$ cat config.mk
export PLATFORM = sky130hd
export DESIGN_NAME = eno3_window
export DESIGN_NICKNAME = d
export VERILOG_FILES = /design/src/hdl/eno3_pkg.sv /design/src/hdl/eno3_window.sv
export SDC_FILE = /design/constraint.sdc
export NUM_CORES = 1
export LEC_CHECK = 0
export BUFFER_PORTS_ARGS = -buffer_cell sky130_fd_sc_hd__buf_2
export CORE_MARGIN = 2
export CORE_UTILIZATION = 35
export DETAILED_ROUTE_END_ITERATION = 6
export SETUP_SLACK_MARGIN = 0.02
export SYNTH_ARGS = -nofsm -noshare
export SYNTH_HDL_FRONTEND = slang
export SYNTH_SLANG_ARGS = --single-unit
$ cat constraint.sdc
create_clock -name clk_i -period 30.2 [get_ports clk_i]
set_input_delay 1.51 -clock clk_i [delete_from_list [all_inputs] [get_ports clk_i]]
set_output_delay 1.51 -clock clk_i [all_outputs]
set_load 0.005 [all_outputs]
$ cat src/hdl/eno3_pkg.sv
// Shared definitions for the ENO3 face reconstruction block.
// Holds the default sample width, the window depth and the stencil codes.
// No dependencies.
package eno3_pkg;

  localparam int SAMPLE_WIDTH_DEF = 32;
  localparam int WIN_DEPTH        = 5;
  localparam int FILL_W           = 3;
  localparam int NUM_LANES        = 2;
  localparam int LANE_RIGHT       = 0;
  localparam int LANE_LEFT        = 1;

  typedef enum logic [1:0] {
    STENCIL_LEFT,
    STENCIL_CENTRE,
    STENCIL_RIGHT
  } stencil_e;

endpackage

$ cat src/hdl/eno3_window.sv
// Sample window and fill count, followed by the first pipeline register.
// Depends on eno3_pkg.
module eno3_window #(
  parameter int SW = eno3_pkg::SAMPLE_WIDTH_DEF
) (
  input  logic                                clk_i,
  input  logic                                rst_ni,
  input  logic                                valid_i,
  output logic                                ready_o,
  input  logic [SW-1:0]                       sample_i,
  input  logic                                row_start_i,
  input  logic                                row_end_i,
  output logic                                valid_o,
  input  logic                                ready_i,
  output logic [eno3_pkg::WIN_DEPTH:0][SW-1:0] samples_o,
  output logic                                last_o
);
  import eno3_pkg::*;

  logic [SW-1:0]              win_q [WIN_DEPTH];
  logic [FILL_W-1:0]          fill_q, fill_d, fill_eff;
  logic [WIN_DEPTH:0][SW-1:0] u_q, u_d;
  logic                       last_q;
  logic                       valid_q;
  logic                       accept;
  logic                       produce;

  assign ready_o  = !valid_q || ready_i;
  assign accept   = valid_i && ready_o;
  assign fill_eff = row_start_i ? '0 : fill_q;
  assign produce  = (fill_eff == FILL_W'(WIN_DEPTH));

  always_comb begin
    fill_d = fill_q;
    if (accept) begin
      if (produce) begin
        fill_d = fill_eff;
      end else begin
        fill_d = fill_eff + FILL_W'(1);
      end
    end
  end

  always_comb begin
    for (int i = 0; i < WIN_DEPTH; i++) begin
      u_d[i] = win_q[i];
    end
    u_d[WIN_DEPTH] = sample_i;
  end

  // Entries left over from an earlier row are overwritten before the count reaches full.
  always_ff @(posedge clk_i) begin
    if (accept) begin
      for (int i = 0; i < WIN_DEPTH - 1; i++) begin
        win_q[i] <= win_q[i+1];
      end
      win_q[WIN_DEPTH-1] <= sample_i;
    end
  end

  always_ff @(posedge clk_i or negedge rst_ni) begin
    if (!rst_ni) begin
      fill_q  <= '0;
      valid_q <= 1'b0;
    end else begin
      fill_q <= fill_d;
      if (ready_o) begin
        valid_q <= accept && produce;
      end
    end
  end

  always_ff @(posedge clk_i) begin
    if (accept && produce) begin
      u_q    <= u_d;
      last_q <= row_end_i;
    end
  end

  assign valid_o   = valid_q;
  assign samples_o = u_q;
  assign last_o    = last_q;

endmodule

==> reports/results.tsv <==
metric	value	unit
instances_no_fill	1077	
finClkSkew	15.3	ps
yosysWarnings	0	
die_area	32500	um^2
fin_nets	694	
final_util	44.8	%
clk_pin_slew_worst_paths	60	ps
dpl.hpwl	11700	um
die_h	180	um
path_class	input port to flip-flop	
ys_seq_elements	357	
power_density	73.9	nW/um^2
die_x	180	um
hold_class	flip-flop to flip-flop	
worst_setup_path_start_kind	input port	
ir_drop	0.0379	mV
worst_slack	26390	ps
yosysTopAreaCell	edfxtp_1	
htreeDepth	2	
avgViaCountPerCell	4.30	
synthCells	380	
setup.worst_path.end_class	flip-flop	
layout-drive-gt1-share	42.7	%
crit_arrival	3930	ps
period_needed	3810	ps
io_buffer_count	232	
gp_congestion	0.734	
clock_latency	510	ps
cts_tree	yes	
hold_violations	0	
grt_pass1_vias	5010	
tns	0	ps
syn_area	10900	um^2
clockBufferDepth	3	
synth_cell_types	17	
first_pass_iters	4	
clockRootBuffer	clkbuf_16	
syn_area_per_cell	28.6	um^2
core-area	30600	um^2
fillers	2648	
worst_pin_slew	976	ps
drv_slew	0	
finalCritPeriodShare	12.6	%
post-cts-setup-buffers	0	
crit_fanout	75	
globalRouteOverflowTotal	0	
diodes	0	
cts_buffers	36	
rsz0062_at_grt	no	
setup_viol	0	
status	finished clean	
drv_cap	0	
place_inst	1012	
synth_area_leaders	edfxtp_1 (98%), dfrtp_1 (0.92%), ha_1 (0.23%)	
drc	0	
pin_count	233	
netlist.area_leader.share	97.5	%
grtUsageTotal	11.2	%
num_vias	4631	
holdBufCountCts	0	
pre_cts_ws	25870	ps
antenna_found_initial	1	
grt_pass1_wl	28700	um
areaGrowthSynthToFinish	26.1	%
final-seq-area	10700	um^2
fp-row-count	64	
post_cts_resized	0	
start_util	35.5	%
clkSinkCount	357	
syn-num-nets	420	
cp.required	30320	ps
grt_max_degree	94	
layout_common_cells	edfxtp_1 (353), buf_2 (232), clkbuf_16 (37)	
final_common_cell	edfxtp_1	
max_freq	262	MHz
drtIter0Drc	353	
slew_headroom	35.0	%
multi_input_area	160	um^2
ys_seq_area_share	98.5	%
routedWlPerCell	17.3	um
p_leak	4.94	nW
routed_wl	18700	um
ant_nets	0	
==> flip-flops by register name, indices dropped and copies added, names as in the netlist <==
signal and cells:
last_o 1, samples_o 192, fill_q 3, win_q 160
valid_o 1
==> report_power, final <==
| part | leakage [nW] | internal [mW] | switching (mW) |
|---|---|---|---|
| registers | 3.35 | 0.565 | 0.00695 |
| logic | 1.03 | 0.00488 | 0.0116 |
| clock network | 0.557 | 0.252 | 0.173 |
| total | 4.94 | 0.821 | 0.192 |
==> final cells by class <==
cell class / count / area share (%)
clock inverter: 19 / 1.31
multi-input combinational: 19 / 1.17
tap: 396 / 3.61
sequential: 357 / 78.1
timing repair buffer: 236 / 8.69
inverter: 4 / 0.146
clock buffer: 46 / 7.00
==> synthesized netlist by cell type <==
master     number
nor3_1          1
nand4bb_1       1
nand2_2         1
nand2_1         2
a311oi_2        1
inv_2           1
edfxtp_1      353
a31oi_1         3
inv_1           3
nor2b_1         1
nor2_1          1
o21ai_0         2
dfrtp_1         4
nand3b_4        1
ha_1            2
a21oi_1         2
nand2b_4        1
==> cells by family after synthesis <==
group                      Yosys count  share of synthesized area, %
buffers and inverters                4                         0.138
adders and majority gates            2                         0.230
DFF                                357                          98.5
AOI/OAI and AO/OA                    8                         0.495
and+or+nand+nor                      9                         0.679
==> worst paths after layout <==
check | startpoint | endpoint | slack, ps | cells after the start
setup / recovery | row_start_i | samples_o[173]$_DFFE_PP_ | 26390 | 7
hold / removal | win_q[0][0]$_DFFE_PP_ | samples_o[0]$_DFFE_PP_ | 410 | 0
setup reg to reg | fill_q[0]$_DFFE_PN0P_ | samples_o[173]$_DFFE_PP_ | 27140 | 6
hold reg to reg | win_q[0][0]$_DFFE_PP_ | samples_o[0]$_DFFE_PP_ | 410 | 0
max in group asynchronous | rst_ni | fill_q[1]$_DFFE_PN0P_ | 29270 | 1
min in group asynchronous | rst_ni | valid_o$_DFFE_PN0P_ | 810 | 1
==> through the flow <==
stage / area [um^2] / total power, mW / hold WS [ps]
2_1_floorplan: 10900 / 0.588 / 400
3_3_place_gp: 12600 / 0.597 / 401
3_5_place_dp: 12600 / 0.599 / 405
4_1_cts: 13700 / 1.03 / 413
5_1_grt: 13700 / 1.05 / 414
6_report: 13700 / 1.01 / 406
==> worst max-delay path: stages <==
cell and delay, ps:
buf_2 130, nor2b_1 250, ha_1 310, nand3b_4 130, nor2_4 100, buf_4 510, buf_4 840
==> routing by layer <==
layer  track usage, %  vias up  wire (um)
met5                0        -         13
met1             13.0     2328       7190
met2             19.6      153       9750
met4             4.29        2        529
li1                 -     2099          -
met3             3.46       49       1170
Note: power is estimated with default switching activity, not from simulation.
