[config.mk]
export PLATFORM = sky130hd
export DESIGN_NAME = eno3_select
export DESIGN_NICKNAME = d
export VERILOG_FILES = /design/src/hdl/eno3_pkg.sv /design/src/hdl/eno3_select.sv
export SDC_FILE = /design/constraint.sdc
export NUM_CORES = 1
export LEC_CHECK = 0
export ABC_AREA = 1
export BUFFER_PORTS_ARGS = -buffer_cell sky130_fd_sc_hd__buf_2
export CAP_MARGIN = 10
export CORE_MARGIN = 10
export CORE_UTILIZATION = 52
export DETAILED_ROUTE_END_ITERATION = 6
export GPL_TIMING_DRIVEN = 0
export PLACE_DENSITY = 0.74
export SLEW_MARGIN = 20
export SYNTH_ARGS = -nofsm -noshare
export SYNTH_HDL_FRONTEND = slang
export SYNTH_SLANG_ARGS = --single-unit
[constraint.sdc]
create_clock -name clk_i -period 24.2 [get_ports clk_i]
set_clock_uncertainty 0.05 [all_clocks]
set_input_delay 3.63 -clock clk_i [delete_from_list [all_inputs] [get_ports clk_i]]
set_output_delay 3.63 -clock clk_i [all_outputs]
set_load 0.02 [all_outputs]
[src/hdl/eno3_pkg.sv]
// Shared definitions for the ENO3 face reconstruction block.
// Holds the default sample width, the window depth and the stencil codes.
// No dependencies.
package eno3_pkg;

  localparam int SAMPLE_WIDTH_DEF = 32;
  localparam int WIN_DEPTH        = 5;
  localparam int FILL_W           = 3;
  localparam int NUM_LANES        = 2;
  localparam int LANE_RIGHT       = 0;
  localparam int LANE_LEFT        = 1;

  typedef enum logic [1:0] {
    STENCIL_LEFT,
    STENCIL_CENTRE,
    STENCIL_RIGHT
  } stencil_e;

endpackage

[src/hdl/eno3_select.sv]
// Stencil selection stage: picks the smoothest stencil for both faces.
// Depends on eno3_pkg.
module eno3_select #(
  parameter int SW = eno3_pkg::SAMPLE_WIDTH_DEF
) (
  input  logic                                clk_i,
  input  logic                                rst_ni,
  input  logic                                valid_i,
  output logic                                ready_o,
  input  logic [eno3_pkg::WIN_DEPTH:0][SW-1:0] samples_i,
  input  logic                                last_i,
  output logic                                valid_o,
  input  logic                                ready_i,
  output logic [eno3_pkg::WIN_DEPTH:0][SW-1:0] samples_o,
  output eno3_pkg::stencil_e                  sr_o,
  output eno3_pkg::stencil_e                  sl_o,
  output logic                                last_o
);
  import eno3_pkg::*;

  localparam int D1W = SW + 1;
  localparam int D2W = SW + 2;

  logic [WIN_DEPTH:0][SW-1:0] samples_q;
  stencil_e                   sr_q, sr_d, sl_q, sl_d;
  logic                       last_q;
  logic                       valid_q;

  function automatic logic [D1W-1:0] abs1(input logic signed [D1W-1:0] x);
    return x[D1W-1] ? D1W'(-x) : D1W'(x);
  endfunction

  function automatic logic [D2W-1:0] abs2(input logic signed [D2W-1:0] x);
    return x[D2W-1] ? D2W'(-x) : D2W'(x);
  endfunction

  function automatic stencil_e pick(input logic signed [SW-1:0] p0, input logic signed [SW-1:0] p1,
                                    input logic signed [SW-1:0] p2, input logic signed [SW-1:0] p3,
                                    input logic signed [SW-1:0] p4);
    logic [D1W-1:0] a1l, a1r;
    logic [D2W-1:0] a2l, a2c, a2r;
    a1l = abs1(D1W'(p2) - D1W'(p1));
    a1r = abs1(D1W'(p3) - D1W'(p2));
    a2l = abs2(D2W'(p2) - (D2W'(p1) <<< 1) + D2W'(p0));
    a2c = abs2(D2W'(p3) - (D2W'(p2) <<< 1) + D2W'(p1));
    a2r = abs2(D2W'(p4) - (D2W'(p3) <<< 1) + D2W'(p2));
    if (a1l <= a1r) begin
      return (a2l <= a2c) ? STENCIL_LEFT : STENCIL_CENTRE;
    end
    return (a2c <= a2r) ? STENCIL_CENTRE : STENCIL_RIGHT;
  endfunction

  assign ready_o = !valid_q || ready_i;

  assign sr_d = pick(samples_i[0], samples_i[1], samples_i[2], samples_i[3], samples_i[4]);
  assign sl_d = pick(samples_i[1], samples_i[2], samples_i[3], samples_i[4], samples_i[5]);

  always_ff @(posedge clk_i or negedge rst_ni) begin
    if (!rst_ni) begin
      valid_q <= 1'b0;
    end else if (ready_o) begin
      valid_q <= valid_i;
    end
  end

  always_ff @(posedge clk_i) begin
    if (ready_o && valid_i) begin
      samples_q <= samples_i;
      sr_q      <= sr_d;
      sl_q      <= sl_d;
      last_q    <= last_i;
    end
  end

  assign valid_o   = valid_q;
  assign samples_o = samples_q;
  assign sr_o      = sr_q;
  assign sl_o      = sl_q;
  assign last_o    = last_q;

endmodule

==> impl_metrics.env <==
export IMPL_path_buf_inv=6
export IMPL_layout_cells_non_filler=6462
export IMPL_crit_path_frequent_cell="nand2_1"
export IMPL_max_stage_delay_ns=0.55
export IMPL_drv_slew=0
export IMPL_worst_pin_slew_ns=0.936
export IMPL_synth_largest_area_cell="edfxtp_1"
export IMPL_yosys_register_bits=198
export IMPL_final_common_cell="inv_1"
export IMPL_synth_nets=5886
export IMPL_core_area_mm2=0.0661
export IMPL_dpl_instance_area_mm2=0.0382
export IMPL_vias=35900
export IMPL_fmax_mhz=107
export IMPL_cts_sinks=198
export IMPL_timing_rr_start="valid_o$_DFFE_PN0N_"
export IMPL_cp_start_kind="input pin"
export IMPL_power_density_mw_per_mm2=82.1
export IMPL_ys_flop_type="edfxtp_1"
export IMPL_drive_gt1_frac=0.116
export IMPL_cts_setup_buffers=0
export IMPL_multi_input_area_mm2=0.0245
export IMPL_hp_class="register to register"
export IMPL_synth_fa_ha_area_frac=0.219
export IMPL_regArea_mm2=0.00594
export IMPL_grt_pass1_vias=33200
export IMPL_clk_insertion_delay_late_ns=0.52
export IMPL_slew_headroom=0.372
export IMPL_cp_data_arrival_time_ns=9.55
export IMPL_p_total_mw=3.19
export IMPL_routed_wl_um=133000
export IMPL_yosysSeqAreaShare=0.171
export IMPL_synth_edf_count=197
export IMPL_syn_inst=5157
export IMPL_crit_required_ns=24.41
export IMPL_firstDrtPassIters=7
export IMPL_crit_cells=36
export IMPL_fin_tns_setup_ns=0
export IMPL_gp_congestion=1.07
export IMPL_die_w_um=279
export IMPL_synth_cell_types=68
export IMPL_rsz0062_at_grt="no"
export IMPL_area_growth_pct=11.4
export IMPL_cts_buffers=17
export IMPL_num_io_pins=396
export IMPL_wire_per_inst_um=20.6
export IMPL_cts_resized=0
export IMPL_setup_slack_ns=14.86
export IMPL_die_h_um=279
export IMPL_pre_cts_ws_ns=14.51
export IMPL_yosys_area_share_simple=0.277
export IMPL_num_fill_cells=6519
export IMPL_final_core_util=0.587
export IMPL_hold_violations=0
export IMPL_rows=94
export IMPL_post_route_min_period_ns=9.34
export IMPL_yosysWarningCount=0
export IMPL_end_kind="register"
export IMPL_placed_cells=6426
export IMPL_cpMaxStageDelayCell="fa_1"
export IMPL_reg2reg_slack_ns=21.94
export IMPL_path_max_fanout=10
export IMPL_ant_nets=0
export IMPL_clockBufferDepth=2
export IMPL_clk_pin_slew_worst_paths_ns=0.09
export IMPL_endpoint="sr_o[1]$_SDFFCE_PP0P_"
export IMPL_grt_start_max_net_pins=24
export IMPL_hold_worst_slack_ns=0.570
export IMPL_synthXorXnorAreaFrac=0.0902
export IMPL_syn_area_mm2=0.0348
export IMPL_cts_tree="built"
export IMPL_via_per_inst=5.56
export IMPL_num_nets_final=6310
export IMPL_synth_compound_area_share=0.115
export IMPL_synth_mux_area_fraction=0.000287
export IMPL_post_route_period_util=0.386
export IMPL_syn_area_per_cell_um2=6.75
export IMPL_critical_path_top_delay_family="simple AND/OR/NAND/NOR gates"
export IMPL_initial_core_util=0.527
export IMPL_stdcell_area_mm2=0.0388
export IMPL_startpoint="samples_i[109]"
export IMPL_htreeDepth=4
export IMPL_rr_endpoint="samples_o[175]$_DFFE_PP_"
export IMPL_grt_overflow_total=0
export IMPL_initialDrtViolationCount=4013
export IMPL_status="finished, violations left"
export IMPL_port_buffers=395
export IMPL_die_area_mm2=0.0777
export IMPL_dpl_hpwl_um=117000
export IMPL_synth_top_family_by_area="simple AND/OR/NAND/NOR gates"
export IMPL_leakage_nw=20.6
export IMPL_reg2reg_depth=6
export IMPL_grt_usage=0.331
export IMPL_grt_antenna_before_repair=5
export IMPL_maxCapViolCount=0
export IMPL_finalSetupViolations=0
export IMPL_violations="DRC"
export IMPL_final_cell_mix="inv_1 (1118), nand2_1 (1113), nor2_1 (500), buf_2 (407), ha_1 (401)"
export IMPL_grt_first_pass_wirelength_um=196000
export IMPL_path_class="input pin to register"
export IMPL_synthTopCellsByArea="edfxtp_1 (17%), ha_1 (14%), inv_1 (12%), nand2_1 (12%), fa_1 (7.5%)"
export IMPL_root_buffer="clkbuf_16"
export IMPL_synth_top_area_frac=0.170
export IMPL_ir_drop_v=0.0000656
export IMPL_drc=4
export IMPL_cts_hold_buf=0
export IMPL_async_flop_share=0.00505
-- state kept, by name, indices dropped and copies added, names as in the netlist --
name,count
samples_o,192
sl_o,2
sr_o,2
last_o,1
valid_o,1
-- where the power goes --
group	switching [mW]	leakage [nW]	total (mW)	internal, mW
logic	1.65	18.4	2.46	0.812
registers	0.00453	1.89	0.410	0.405
clock network	0.171	0.298	0.313	0.142
-- synth_stat cells (17+ instances only) --
cell type	number
a21o_1	24
a21oi_1	326
a21oi_2	22
edfxtp_1	197
fa_1	131
ha_1	401
inv_1	1118
inv_2	27
nand2_1	1113
nand2_2	29
nand3_1	214
nand3b_1	18
nand4_1	129
nor2_1	500
nor2_2	29
nor3_1	86
nor4_1	39
o21ai_0	158
o21ai_1	35
o21bai_1	17
xnor2_1	82
xor2_1	240
-- worst reg2reg max path, cell delays in order (launching register included) --
cell and delay, ns:
dfrtp_1 0.44, a21oi_4 0.46, buf_16 0.23, buf_16 0.20, buf_16 0.21, buf_16 0.20, buf_16 0.18
-- cells by family (layout without fill, tap and decap cells) --
logic type | count (synthesis) | in the layout
simple gates | 2222 | 2222
other cells | 0 | 4
compound gates | 692 | 692
fa+ha+maj | 532 | 532
flops | 198 | 198
xor+xnor | 341 | 341
mux | 1 | 1
buf+inv | 1171 | 1608
-- how the worst min path moves through the flow --
stage	start	end	slack [ns]	cells after the start
3_5_place_dp	valid_o$_DFFE_PN0N_	valid_o$_DFFE_PN0N_	0.55	2
4_1_cts	valid_o$_DFFE_PN0N_	valid_o$_DFFE_PN0N_	0.57	2
3_3_place_gp	valid_o$_DFFE_PN0N_	valid_o$_DFFE_PN0N_	0.45	2
5_1_grt	valid_o$_DFFE_PN0N_	valid_o$_DFFE_PN0N_	0.61	2
6_report	valid_o$_DFFE_PN0N_	valid_o$_DFFE_PN0N_	0.57	2
2_1_floorplan	valid_o$_DFFE_PN0N_	valid_o$_DFFE_PN0N_	0.72	2
-- metal layers --
metal	share of wire	global-route usage	up-vias
li1	-	-	17400
met1	0.42	0.440	16500
met2	0.43	0.506	1762
met3	0.11	0.0715	276
met5	0.00020	0	-
met4	0.050	0.157	4
-- layout make-up --
| cell class | instances | share of cell area |
|---|---|---|
| Clock buffer | 17 | 0.0110 |
| Tap cell | 864 | 0.0279 |
| Antenna cell | 4 | 0.000258 |
| Clock inverter | 15 | 0.00516 |
| Timing Repair Buffer | 405 | 0.0580 |
| Inverter | 1147 | 0.111 |
| Buffer | 24 | 0.00309 |
| Multi-Input combinational cell | 3788 | 0.631 |
| Sequential cell | 198 | 0.153 |
(Power assumes the default switching activity.)
