**src/hdl/eno3_pkg.sv**
```systemverilog
// Shared definitions for the ENO3 face reconstruction block.
// Holds the default sample width, the window depth and the stencil codes.
// No dependencies.
package eno3_pkg;

  localparam int SAMPLE_WIDTH_DEF = 32;
  localparam int WIN_DEPTH        = 5;
  localparam int FILL_W           = 3;
  localparam int NUM_LANES        = 2;
  localparam int LANE_RIGHT       = 0;
  localparam int LANE_LEFT        = 1;

  typedef enum logic [1:0] {
    STENCIL_LEFT,
    STENCIL_CENTRE,
    STENCIL_RIGHT
  } stencil_e;

endpackage

```
**src/hdl/eno3_div6.sv**
```systemverilog
// Division by three of the halved sums, sign restore and saturation, in two stages.
// The second stage is the result register. Depends on eno3_pkg.
module eno3_div6 #(
  parameter int SW = eno3_pkg::SAMPLE_WIDTH_DEF
) (
  input  logic                                   clk_i,
  input  logic                                   rst_ni,
  input  logic                                   valid_i,
  output logic                                   ready_o,
  input  logic [eno3_pkg::NUM_LANES-1:0]          neg_i,
  input  logic [eno3_pkg::NUM_LANES-1:0][SW+2:0]  half_i,
  input  logic                                   last_i,
  output logic                                   valid_o,
  input  logic                                   ready_i,
  output logic [eno3_pkg::NUM_LANES-1:0][SW-1:0]  value_o,
  output logic                                   last_o
);
  import eno3_pkg::*;

  localparam int NW = SW + 3;
  localparam int KS = SW + 5;
  localparam int MW = SW + 4;
  localparam int LW = (NW + 1) / 2;
  localparam int HW = NW - LW;
  localparam int QW = SW + 2;
  localparam int FW = NW + MW;
  localparam logic [MW-1:0] RECIP   = MW'(((64'd1 << KS) + 64'd2) / 64'd3);
  localparam logic [QW-1:0] POS_LIM = {3'b000, {(SW-1){1'b1}}};
  localparam logic [QW-1:0] NEG_LIM = {3'b001, {(SW-1){1'b0}}};
  localparam logic [SW-1:0] MAX_VAL = {1'b0, {(SW-1){1'b1}}};
  localparam logic [SW-1:0] MIN_VAL = {1'b1, {(SW-1){1'b0}}};

  logic [NUM_LANES-1:0][LW+MW-1:0] plo_d, plo_q;
  logic [NUM_LANES-1:0][HW+MW-1:0] phi_d, phi_q;
  logic [NUM_LANES-1:0]            neg_q;
  logic                            last_a_q;
  logic                            valid_a_q;
  logic                            ready_a;
  logic [FW-1:0]                   full [NUM_LANES];
  logic [QW-1:0]                   quo [NUM_LANES];
  logic [NUM_LANES-1:0][SW-1:0]    value_d, value_q;
  logic                            last_q;
  logic                            valid_q;

  assign ready_a = !valid_q || ready_i;
  assign ready_o = !valid_a_q || ready_a;

  always_comb begin
    for (int l = 0; l < NUM_LANES; l++) begin
      plo_d[l] = (LW+MW)'(half_i[l][LW-1:0]) * (LW+MW)'(RECIP);
      phi_d[l] = (HW+MW)'(half_i[l][NW-1:LW]) * (HW+MW)'(RECIP);
    end
  end

  always_comb begin
    for (int l = 0; l < NUM_LANES; l++) begin
      full[l] = (FW'(phi_q[l]) << LW) + FW'(plo_q[l]);
      quo[l]  = full[l][FW-1:KS];
      if (neg_q[l]) begin
        value_d[l] = (quo[l] > NEG_LIM) ? MIN_VAL : (~quo[l][SW-1:0]) + SW'(1);
      end else begin
        value_d[l] = (quo[l] > POS_LIM) ? MAX_VAL : quo[l][SW-1:0];
      end
    end
  end

  always_ff @(posedge clk_i or negedge rst_ni) begin
    if (!rst_ni) begin
      valid_a_q <= 1'b0;
      valid_q   <= 1'b0;
    end else begin
      if (ready_o) begin
        valid_a_q <= valid_i;
      end
      if (ready_a) begin
        valid_q <= valid_a_q;
      end
    end
  end

  always_ff @(posedge clk_i) begin
    if (ready_o && valid_i) begin
      plo_q    <= plo_d;
      phi_q    <= phi_d;
      neg_q    <= neg_i;
      last_a_q <= last_i;
    end
    if (ready_a && valid_a_q) begin
      value_q <= value_d;
      last_q  <= last_a_q;
    end
  end

  assign valid_o = valid_q;
  assign value_o = value_q;
  assign last_o  = last_q;

endmodule

```
**config.mk**
```make
export PLATFORM = sky130hd
export DESIGN_NAME = eno3_div6
export DESIGN_NICKNAME = d
export VERILOG_FILES = /design/src/hdl/eno3_pkg.sv /design/src/hdl/eno3_div6.sv
export SDC_FILE = /design/constraint.sdc
export NUM_CORES = 2
export LEC_CHECK = 0
export BUFFER_PORTS_ARGS = -buffer_cell sky130_fd_sc_hd__buf_4
export CAP_MARGIN = 20
export CORE_ASPECT_RATIO = 1.1
export CORE_MARGIN = 2
export CORE_UTILIZATION = 30
export CTS_BUF_LIST = sky130_fd_sc_hd__clkbuf_8
export DETAILED_ROUTE_END_ITERATION = 7
export GPL_TIMING_DRIVEN = 0
export MAX_ROUTING_LAYER = met4
export SLEW_MARGIN = 25
export SYNTH_ARGS = -nofsm -noshare
export SYNTH_HDL_FRONTEND = slang
export SYNTH_SLANG_ARGS = --single-unit
```
**constraint.sdc**
```tcl
create_clock -name clk_i -period 9.9 [get_ports clk_i]
set_input_delay 0.495 -clock clk_i [delete_from_list [all_inputs] [get_ports clk_i]]
set_output_delay 0.495 -clock clk_i [all_outputs]
set_load 0.005 [all_outputs]
```
==> impl_summary.md <==
Run status
The run finished with clean final reports.

Global routing
For this run, global-route usage on met1 was measured as between 10% and 20%. For this run, global-route usage on met3 was measured as 1.831%. The met2 capacity usage during global routing is 25.02%. The via count of the first global-routing pass is roughly 27000. The overall global routing resource usage is 14.28%. The global-route wire length before repair is 138100 microns. In this run the most used layer during global routing was met2. Global routing finished with a remaining overflow of 0. Entering global routing, the biggest net connects 53 pins. The initial antenna violation count is 4.

Run
The tool flagged a number of max-cap violations equal to 0.

Worst setup path
The critical path contains buffers and inverters numbering 5 combined. Data on the critical path is required at its endpoint by 10.30 ns. The family with the most delay on the worst path is adder cells. The highest fanout seen on the critical path is 7. Traced cell by cell, the critical path runs through buf_4, ha_1, inv_1, fa_1, inv_1, fa_1, fa_1, inv_1, fa_1, fa_1, inv_1, ha_1, a21o_1, a211oi_1, nand2_1, a211o_1, a41oi_1, o21ai_0, nand4_1, and3_1, o21a_1, o2111ai_1, a21oi_1, xnor2_1. The endpoint arrival time on the critical path is 7.30 ns.

The critical path in this run is classified as primary input to flip-flop. STA classifies the critical path startpoint as a primary input. Among the stages of the critical path, the cell type that occurs most often is fa_1. The sort of element at the end of the critical path is a flip-flop.

The stage delay of the slowest cell on the critical path is 0.62 ns. The library cell contributing the largest single delay on the critical path is a41oi_1.

STA
The number of hold-slack violations in the final timing report is 0. The number of pins with negative max-slew slack in the final report is 0. Setup repair after global routing left no endpoint under its margin. In the finished design, the share of the clock period the worst path needs comes to 69.62%. The clock period minus worst slack is ~6.9 ns. For the final database, setup skew stands at about 0.10 ns.

For the pin with the worst max-slew slack, the measured transition is 1.038 ns. In the final timing run, aggregate negative setup slack is 0 ns. The maximum frequency from static timing analysis is roughly 0.15 GHz. Headroom to the max-slew limit came out at ~30%. Setup violations remaining at the end of the flow were counted as 0.

Layout
In the layout the commonest cells are 772 x inv_1, 584 x ha_1, 396 x fa_1, 246 x edfxtp_1, 227 x a21oi_1. The count of placed standard cells in the final layout, fillers left out is 5422. Summing all multi-input logic gate instances after layout gives 0.02516 sq mm. The relative area change from synthesis to final layout is 10.87%.

The count of filler cells inserted in the layout is 12215. Once layout is complete, the utilization of the core stands at 33.57%. The net count of the finished layout is just under 5000. The area taken by flip-flops and latches is 0.007437 sq mm. The most common cell after layout, fill and taps aside is inv_1. Once layout is done, the placed cells without fillers occupy between 0.03 and 0.04 sq mm. Of the cells placed in the final design, the portion with a size suffix greater than 1 is under 10%.

Logic synthesis
The fraction of the yosys area taken by sequential cells is 20.83%. Counting flops with a built-in enable in the synthesized netlist gives around 250. When the netlist entered floorplanning its net count stood at 4710. The instance count of the mapped netlist is between 3000 and 4000. For this run, the leading register cell type out of synthesis is edfxtp_1. After synthesis, the share of flip-flops with an asynchronous set or reset is 0.8065%. The post-synthesis cell type count is 92. The mapped netlist covers 0.03571 sq mm.

After synthesis the netlist holds a flip-flop and latch count of 248. The count of yosys warnings during synthesis is 0. The average instance in the mapped netlist occupies 9.775 sq um.

CTS
The number of clock buffers inserted by TritonCTS is 42. TritonCTS built the clock tree. The insertion delay to the later sink of the worst-skew pair is 0.66 ns. Post-CTS timing repair inserted 0 buffers for setup. The maximum number of buffers from clock root to sink is 3. After clock tree synthesis, the clock-pin slew on the worst setup and hold paths is 0.07 ns. The H-tree depth is 2. The clock drives 248 sinks. Post-CTS repair changed the size of 0 cells. Clock tree synthesis selected as its root buffer the cell clkbuf_8.

Drt
The routed design has 83730 microns of wire. The routed wire length per instance is 15.44 microns. The first detailed-routing pass took 5 iterations. The count of nets left with antenna violations once routing finished came out at 0. The number of remaining DRC errors is 0. The per-cell via count in the routed design is approximately 4.8. The violation count after the first detailed-route iteration is 1363. The detailed router placed 26010 vias in this run.

Die
The die is 333.0 microns wide. The area of the die is 0.1218 sq mm. The row count is about 130.

The count of pins on the block boundary is 144. The placeable core region is 0.1179 sq mm. The vertical die dimension is 365.8 microns. The starting density of the core is 30.28%.

Worst hold path
The tightest min-delay check is of the primary input to flip-flop type.

Place
The number of cells in the design after placement is 5341. The count of input and output buffers is 143. At the end of routability-driven placement, the weighted congestion stood at 0.9042.

The final HPWL from detailed placement is between 70000 and 80000 microns. Once placement finished, the instance area stood at 0.03881 sq mm.
## state kept, by name (all words and copies together), names as in the netlist
signal / count
plo_q: 72
phi_q: 106
value_o: 64
valid_o: 1
valid_a_q: 1
neg_q: 2
last_a_q: 1
last_o: 1
## cell usage after synthesis, drive strengths merged, types with 11 or more instances
cell type	count	area (sq um)
o21bai	24	195.2
o22ai	14	87.58
a31oi	26	175.2
and3	42	262.8
nor4	17	106.4
nand3	59	300.3
clkbuf	53	198.9
mux2i	16	160.2
nand2b	30	187.7
or2	14	87.59
xor2	49	429.2
nand2	173	649.4
edfxtp	246	7387
nor3	47	245.2
a21oi	227	1136
fa	396	7928
a21o	85	638.1
or3	16	100.1
nand4	31	193.9
and4	18	160.1
nor2	138	518.0
inv	760	2853
nor2b	14	87.58
o21ai	157	785.8
a22oi	21	157.7
or4	11	90.08
o21a	28	210.2
xnor2	106	928.4
and2	39	244.0
o211ai	17	132.6
buf	11	61.31
ha	584	7307
a211oi	25	187.7
a211o	12	105.1
mux2	12	135.1
## stage by stage
stage / hold slack, ns / setup slack, ns
CTS: 0.01856 / 3.075
finish: 0.07566 / 3.008
global route: 0.03904 / 2.662
global placement: 0.2787 / 2.336
detailed placement: 0.2806 / 2.327
floorplan: 0.1994 / 3.322
## path summary, 6_finish.rpt
kind | depth (start not counted) | start | slack (ns) | end
worst max-delay path | 24 | half_i[3] | 3.01 | plo_q[53]$_DFFE_PP_
worst min-delay path | 2 | valid_i | 0.08 | valid_a_q$_DFFE_PN0N_
worst max register to register | 16 | plo_q[19]$_DFFE_PP_ | 4.18 | value_o[18]$_DFFE_PP_
worst min register to register | 0 | last_a_q$_DFFE_PP_ | 0.42 | last_o$_DFFE_PP_
max in group asynchronous | 2 | rst_ni | 9.62 | valid_a_q$_DFFE_PN0N_
min in group asynchronous | 2 | rst_ni | 0.19 | valid_o$_DFFE_PN0P_
## cells by family (layout without fill, tap and decap cells)
logic type               Yosys count  in the layout  share of synthesized area [%]
AO/OA/AOI/OAI                    744            744                          13.48
XOR/XNOR                         155            155                          3.802
adder cells (fa/ha/maj)          980            980                          42.66
buffers and inverters            824           1049                          8.718
flip-flops                       248            248                          20.83
multiplexers                      28             28                         0.8269
other                              0              3                              0
AND/OR/NAND/NOR                  674            674                          9.685
## area by class of cell
type / count / area share (%)
Inverter: 760 / 7.206
Clock buffer: 42 / 1.460
Antenna cell: 3 / 0.01896
Sequential cell: 248 / 18.79
Timing Repair Buffer: 150 / 3.028
Tap cell: 1541 / 4.870
Multi-Input combinational cell: 2581 / 63.56
Buffer: 64 / 0.6574
Clock inverter: 33 / 0.4109
## repair_timing
item | 4_1_cts | 5_1_grt
hold buffers | 3 | 0
setup endpoints to repair | 0 | 0
endpoints found under the hold margin | 4 | 0
## layer usage
| layer | vias up | share of wire (%) | wire length, microns |
|---|---|---|---|
| li1 | 12896 | - | - |
| met1 | 12566 | 44 | 36580 |
| met2 | 452 | 51 | 42440 |
| met3 | 96 | 4.0 | 3308 |
| met4 | 0 | 1.7 | 1407 |
| met5 | - | 0 | 0 |
## worst register-to-register path, cell delays in order (launching register included)
cell and delay [ns]:
edfxtp_1 0.37, ha_1 0.32, a311oi_2 0.23, o21bai_2 0.19, a221o_1 0.36, a22o_1 0.27, nor3_2 0.29, xor2_1 0.43
ha_1 0.32, nand2_1 0.08, or4_1 0.63, nor4b_2 0.55, nand3_2 0.32, o21bai_4 0.36, buf_4 0.26, o21ai_0 0.11
a22oi_1 0.32
Power is left out: the tool's default activity adds up to more than one toggle a clock period on the data nets, which glitch-free logic cannot reach.
