`config.mk`:
```
export PLATFORM = sky130hd
export DESIGN_NAME = eno3_face
export DESIGN_NICKNAME = d
export VERILOG_FILES = /design/src/hdl/eno3_pkg.sv /design/src/hdl/eno3_face.sv
export SDC_FILE = /design/constraint.sdc
export NUM_CORES = 2
export LEC_CHECK = 0
export ABC_CLOCK_PERIOD_IN_PS = 4430
export BUFFER_PORTS_ARGS = -buffer_cell sky130_fd_sc_hd__buf_4
export CAP_MARGIN = 20
export CORE_MARGIN = 4
export CORE_UTILIZATION = 62
export CTS_BUF_LIST = sky130_fd_sc_hd__clkbuf_4
export DETAILED_ROUTE_END_ITERATION = 12
export PLACE_DENSITY_LB_ADDON = 0.1
export SYNTH_ARGS = -nofsm -noshare
export SYNTH_HDL_FRONTEND = slang
export SYNTH_SLANG_ARGS = --single-unit
```
`constraint.sdc`:
```
create_clock -name clk_i -period 4.43 [get_ports clk_i]
set_clock_uncertainty 0.1 [all_clocks]
set_input_delay 0.443 -clock clk_i [delete_from_list [all_inputs] [get_ports clk_i]]
set_output_delay 0.443 -clock clk_i [all_outputs]
set_load 0.1 [all_outputs]
```
`src/hdl/eno3_pkg.sv`:
```
// Shared definitions for the ENO3 face reconstruction block.
// Holds the default sample width, the window depth and the stencil codes.
// No dependencies.
package eno3_pkg;

  localparam int SAMPLE_WIDTH_DEF = 32;
  localparam int WIN_DEPTH        = 5;
  localparam int FILL_W           = 3;
  localparam int NUM_LANES        = 2;
  localparam int LANE_RIGHT       = 0;
  localparam int LANE_LEFT        = 1;

  typedef enum logic [1:0] {
    STENCIL_LEFT,
    STENCIL_CENTRE,
    STENCIL_RIGHT
  } stencil_e;

endpackage

```
`src/hdl/eno3_face.sv`:
```
// Face sum stage: forms the weighted stencil sums and their rounded halves.
// Depends on eno3_pkg.
module eno3_face #(
  parameter int SW = eno3_pkg::SAMPLE_WIDTH_DEF
) (
  input  logic                                   clk_i,
  input  logic                                   rst_ni,
  input  logic                                   valid_i,
  output logic                                   ready_o,
  input  logic [eno3_pkg::WIN_DEPTH:0][SW-1:0]    samples_i,
  input  eno3_pkg::stencil_e                     sr_i,
  input  eno3_pkg::stencil_e                     sl_i,
  input  logic                                   last_i,
  output logic                                   valid_o,
  input  logic                                   ready_i,
  output logic [eno3_pkg::NUM_LANES-1:0]          neg_o,
  output logic [eno3_pkg::NUM_LANES-1:0][SW+2:0]  half_o,
  output logic                                   last_o
);
  import eno3_pkg::*;

  localparam int SUMW = SW + 5;
  localparam int AW   = SW + 4;
  localparam int NW   = SW + 3;
  localparam logic signed [SUMW-1:0] K2  = SUMW'(2);
  localparam logic signed [SUMW-1:0] K5  = SUMW'(5);
  localparam logic signed [SUMW-1:0] K7  = SUMW'(7);
  localparam logic signed [SUMW-1:0] K11 = SUMW'(11);
  localparam logic [AW-1:0]          ROUND_ADD = AW'(3);

  logic signed [SUMW-1:0]        e [WIN_DEPTH+1];
  logic signed [SUMW-1:0]        sum [NUM_LANES];
  logic [NUM_LANES-1:0]          neg_d, neg_q;
  logic [NUM_LANES-1:0][NW-1:0]  half_d, half_q;
  logic [AW-1:0]                 mag [NUM_LANES];
  logic                          last_q;
  logic                          valid_q;

  assign ready_o = !valid_q || ready_i;

  always_comb begin
    for (int i = 0; i <= WIN_DEPTH; i++) begin
      e[i] = SUMW'($signed(samples_i[i]));
    end
  end

  always_comb begin
    unique case (sr_i)
      STENCIL_LEFT:   sum[LANE_RIGHT] = K2 * e[0] - K7 * e[1] + K11 * e[2];
      STENCIL_CENTRE: sum[LANE_RIGHT] = K5 * e[2] + K2 * e[3] - e[1];
      STENCIL_RIGHT:  sum[LANE_RIGHT] = K2 * e[2] + K5 * e[3] - e[4];
      default:        sum[LANE_RIGHT] = '0;
    endcase
  end

  // The left face of cell j+1 uses the mirror image of the stencil chosen around j+1.
  always_comb begin
    unique case (sl_i)
      STENCIL_LEFT:   sum[LANE_LEFT] = K2 * e[3] + K5 * e[2] - e[1];
      STENCIL_CENTRE: sum[LANE_LEFT] = K5 * e[3] + K2 * e[2] - e[4];
      STENCIL_RIGHT:  sum[LANE_LEFT] = K2 * e[5] - K7 * e[4] + K11 * e[3];
      default:        sum[LANE_LEFT] = '0;
    endcase
  end

  always_comb begin
    for (int l = 0; l < NUM_LANES; l++) begin
      neg_d[l]  = sum[l][SUMW-1];
      mag[l]    = neg_d[l] ? AW'(-sum[l]) : AW'(sum[l]);
      half_d[l] = NW'((mag[l] + ROUND_ADD) >> 1);
    end
  end

  always_ff @(posedge clk_i or negedge rst_ni) begin
    if (!rst_ni) begin
      valid_q <= 1'b0;
    end else if (ready_o) begin
      valid_q <= valid_i;
    end
  end

  always_ff @(posedge clk_i) begin
    if (ready_o && valid_i) begin
      neg_q  <= neg_d;
      half_q <= half_d;
      last_q <= last_i;
    end
  end

  assign valid_o = valid_q;
  assign neg_o   = neg_q;
  assign half_o  = half_q;
  assign last_o  = last_q;

endmodule

```
==> impl_metrics.json, run 1 <==
{
  "status": "aborted with a tool error",
  "haltStage": "5_1_grt",
  "toolErrorMsg": "[ERROR GRT-0232] Routing congestion too high. Check the congestion heatmap in the GUI.",
  "yosys.area.top_type_share": 0.282,
  "cts-root-buf": "clkbuf_4",
  "synth-async-reset-ratio": 0.0135,
  "num_rows": 84,
  "numPlacedInstances": 5741,
  "die_h_um": 238,
  "port_buffers": 275,
  "worst_endpoint": "half_o[27]$_DFFE_PP_/D",
  "dp_slack_ns": -3.38,
  "ys_ff_latch": 74,
  "syn_area_per_cell_um2": 8.61,
  "hpwl_um": 110000,
  "syn_inst": 3813,
  "synth_cell_types": 110,
  "ys.flop_type": "edfxtp_1",
  "ioPinCount": 276,
  "grt_max_degree": 49,
  "h-tree-depth": 3,
  "gr-total-overflow": 317,
  "ys_seq_area_frac": 0.0675,
  "place.gp.congestion": 1.05,
  "synth_edf_count": 73,
  "cts-buffers-inserted": 9,
  "yosysTopAreaCell": "fa_1",
  "cts_sinks": 74,
  "endpoint_type": "register input",
  "cts_buffer_depth": 2,
  "synthTopCellsByArea": "fa_1, ha_1, inv_1",
  "ys_warn_count": 0,
  "synth_area_um2": 32800,
  "initial_core_util": 0.625,
  "fp.dieW_um": 238,
  "grtUsageTotal": 0.772,
  "syn_nets": 4955
}
-- per-layer routing --
metal / track usage / GRT overflow
met5: 0.415 / 3
met4: 0.720 / 98
met3: 0.620 / 22
met2: 0.941 / 162
met1: 0.777 / 32
-- cells by family after synthesis --
family,Yosys count,synth area share
xor+xnor,228,0.0610
mux,51,0.0160
fa+ha+maj,941,0.464
compound gates,723,0.150
simple gates,740,0.114
buf+inv,1056,0.128
flops,74,0.0675
-- repair_timing --
action	in CTS
setup endpoints to repair	72
cloned	1
hold buffers	1
hold endpoints to repair	1
pin swaps	183
gates resized for setup	345
buffers inserted	86
-- synth_stat cells, types with 55 or more instances --
| cell | count |
|---|---|
| inv_1 | 932 |
| edfxtp_1 | 73 |
| clkbuf_1 | 72 |
| a21oi_1 | 210 |
| xnor2_1 | 146 |
| nand2_1 | 213 |
| nand4_1 | 55 |
| ha_1 | 479 |
| nand3_1 | 56 |
| fa_1 | 462 |
| o21ai_0 | 119 |
| nor2_1 | 166 |
| xor2_1 | 81 |
| a21o_1 | 55 |
-- through the flow --
stage,hold slack (ns),cell area (um2)
after CTS,0.0582,46300
after detailed placement,0.126,44000
after floorplan,0.0474,33700
after global placement,0.118,44000
==> run 2, diff against run 1 <==
--- a/config.mk
+++ b/config.mk
@@ -9,10 +9,9 @@
 export BUFFER_PORTS_ARGS = -buffer_cell sky130_fd_sc_hd__buf_4
 export CAP_MARGIN = 20
 export CORE_MARGIN = 4
-export CORE_UTILIZATION = 62
-export CTS_BUF_LIST = sky130_fd_sc_hd__clkbuf_4
+export CORE_UTILIZATION = 40
 export DETAILED_ROUTE_END_ITERATION = 12
-export PLACE_DENSITY_LB_ADDON = 0.1
+export PLACE_DENSITY_LB_ADDON = 0.15
 export SYNTH_ARGS = -nofsm -noshare
 export SYNTH_HDL_FRONTEND = slang
 export SYNTH_SLANG_ARGS = --single-unit
==> run 2 against run 1 <==
  * The flow now finishes, with violations (setup timing)
  * Area after synthesis stayed put
  * Synthesized cell count stayed put
==> impl_metrics.json, run 2 <==
{
  "status": "complete, but fails checks",
  "violations": "setup timing",
  "place.gp.congestion": 0.949,
  "drive_above_1_share": 0.385,
  "max_freq_mhz": 143,
  "finalSetupTns_ns": -152.25,
  "first_global_vias": 33300,
  "grt_pass1_wl_um": 184000,
  "cts-buffers-inserted": 9,
  "critical_path.max_stage_delay_ns": 0.57,
  "nNetsFinal": 6368,
  "start_kind": "input port",
  "grt_max_degree": 74,
  "vias": 31700,
  "synth_common_cells": "inv_1, ha_1, fa_1",
  "synthToLayoutAreaGrowth_pct": 48.1,
  "yosysTopAreaCell": "fa_1",
  "filler_cell_count": 7198,
  "relSlewSlack": 0.258,
  "ys_seq_area_frac": 0.0675,
  "synth_edf_count": 73,
  "grtUsageTotal": 0.273,
  "finalSetupViolations": 72,
  "critPathMostFrequentCell": "inv_2",
  "clkSlewWorstSetupHoldPaths_ns": 0.07,
  "ys_warn_count": 0,
  "initial_core_util": 0.406,
  "crit_path_top_delay_cell": "fa_1",
  "ys.flop_type": "edfxtp_1",
  "final_cell_mix": "buf_4, inv_1, fa_1",
  "ioPinCount": 276,
  "layout_setup_ws_ns": -2.59,
  "slew_violations": 0,
  "core_um2": 80900,
  "remaining_drc_errors": 0,
  "dieArea_um2": 86700,
  "first_pass_iters": 7,
  "synth_area_um2": 32800,
  "die_h_um": 295,
  "dp_slack_ns": -3.16,
  "fp.dieW_um": 295,
  "worst_slew_pin_slew_ns": 1.08,
  "num_rows": 104,
  "required_ns": 4.42,
  "crit_arrival_ns": 7.01,
  "cts-root-buf": "clkbuf_16",
  "h-tree-depth": 3,
  "cts_buffer_depth": 2,
  "vias_per_cell": 5.04,
  "regArea_um2": 2220,
  "numPlacedInstances": 6150,
  "antenna_left": 0,
  "syn_nets": 4955,
  "syn_inst": 3813,
  "synth_cell_types": 110,
  "routedWlPerCell_um": 18.9,
  "synthTopCellsByArea": "fa_1, ha_1, inv_1",
  "cp_max_fo": 5,
  "final_common_cell": "buf_4",
  "end_kind": "flip-flop",
  "synth_most_common_cell": "inv_1",
  "hold_viol_final": 0,
  "crit_type": "input port to flip-flop",
  "cts_tree": "done",
  "cts_sinks": 74,
  "syn_area_per_cell_um2": 8.61,
  "port_buffers": 275,
  "largest_reg_flops": 70,
  "hpwl_um": 104000,
  "maxCapViolations": 0,
  "synth-async-reset-ratio": 0.0135,
  "multi_input_area_um2": 29300,
  "wl_um": 119000,
  "fin_crit_ns": 7.02,
  "ys_ff_latch": 74,
  "rsz0062_at_grt": "yes",
  "drtIter0Drc": 1983,
  "post-route-period-util": 1.58,
  "clk_latency_ns": 0.33,
  "whs_ns": 0.185,
  "gr-total-overflow": 0,
  "antenna_found_initial": 1,
  "hp-class": "input port to flip-flop",
  "layout.cells.non_filler": 6292,
  "yosys.area.top_type_share": 0.282
}
## run 2: cell counts after synthesis
Identical to the previous run, type by type.
## run 2: cells by family after synthesis
logic type	count (synthesis)	synth area share
AO/OA/AOI/OAI	723	0.150
XOR/XNOR	228	0.0610
adder cells (fa/ha/maj)	941	0.464
buffers and inverters	1056	0.128
flip-flops	74	0.0675
multiplexers	51	0.0160
AND/OR/NAND/NOR	740	0.114
## run 2: per-layer routing
metal | track usage | vias up | routed length (um)
li1 | - | 15400 | -
met1 | 0.343 | 15400 | 49600
met2 | 0.495 | 694 | 60100
met3 | 0.0155 | 171 | 4100
met4 | 0.103 | 0 | 5380
met5 | 0 | - | 0
## run 2: layout make-up
type / count / share of cell area
antenna: 1 / 0.0000514
clock buffer: 9 / 0.00463
clock inverter: 7 / 0.00170
inverter: 937 / 0.0733
multi-input combinational: 2683 / 0.602
sequential: 74 / 0.0456
tap: 1060 / 0.0273
timing repair buffer: 1521 / 0.246
## run 2: what timing repair did
action                     4_1_cts  5_1_grt
hold buffers                     1        0
setup buffers                   84       61
setup endpoints to repair       72       72
gates resized for setup        359      188
pin swaps                      174      180
hold endpoints to repair         1        0
## run 2: final timing paths
check / slack (ns) / from / depth (start not counted) / endpoint
setup / recovery: -2.59 / samples_i[99] / 30 / half_o[67]
min in group asynchronous: 0.32 / rst_ni / 2 / valid_o
setup reg to reg: 2.62 / valid_o / 2 / half_o[58]
hold reg to reg: 0.44 / valid_o / 2 / valid_o
hold / removal: 0.18 / last_i / 1 / last_o
max in group asynchronous: 3.83 / rst_ni / 2 / valid_o
## run 2: metrics by stage
step	instance area [um2]	utilization
floorplan	33700	-
global placement	44800	0.554
detailed placement	44800	0.554
CTS	47400	0.586
global route	48600	0.601
finish	48600	0.601
## run 2: worst max-delay path: cells and delay by family
family / cells / cell delay (ns)
mux: 1 / 0.29
simple gates: 8 / 1.51
xor+xnor: 1 / 0.16
buf+inv: 9 / 0.81
compound gates: 5 / 1.28
fa+ha+maj: 6 / 2.51
Power of run 2 is not shown: default switching activity piles up to over one toggle a cycle in this logic, so the estimate is an artifact.
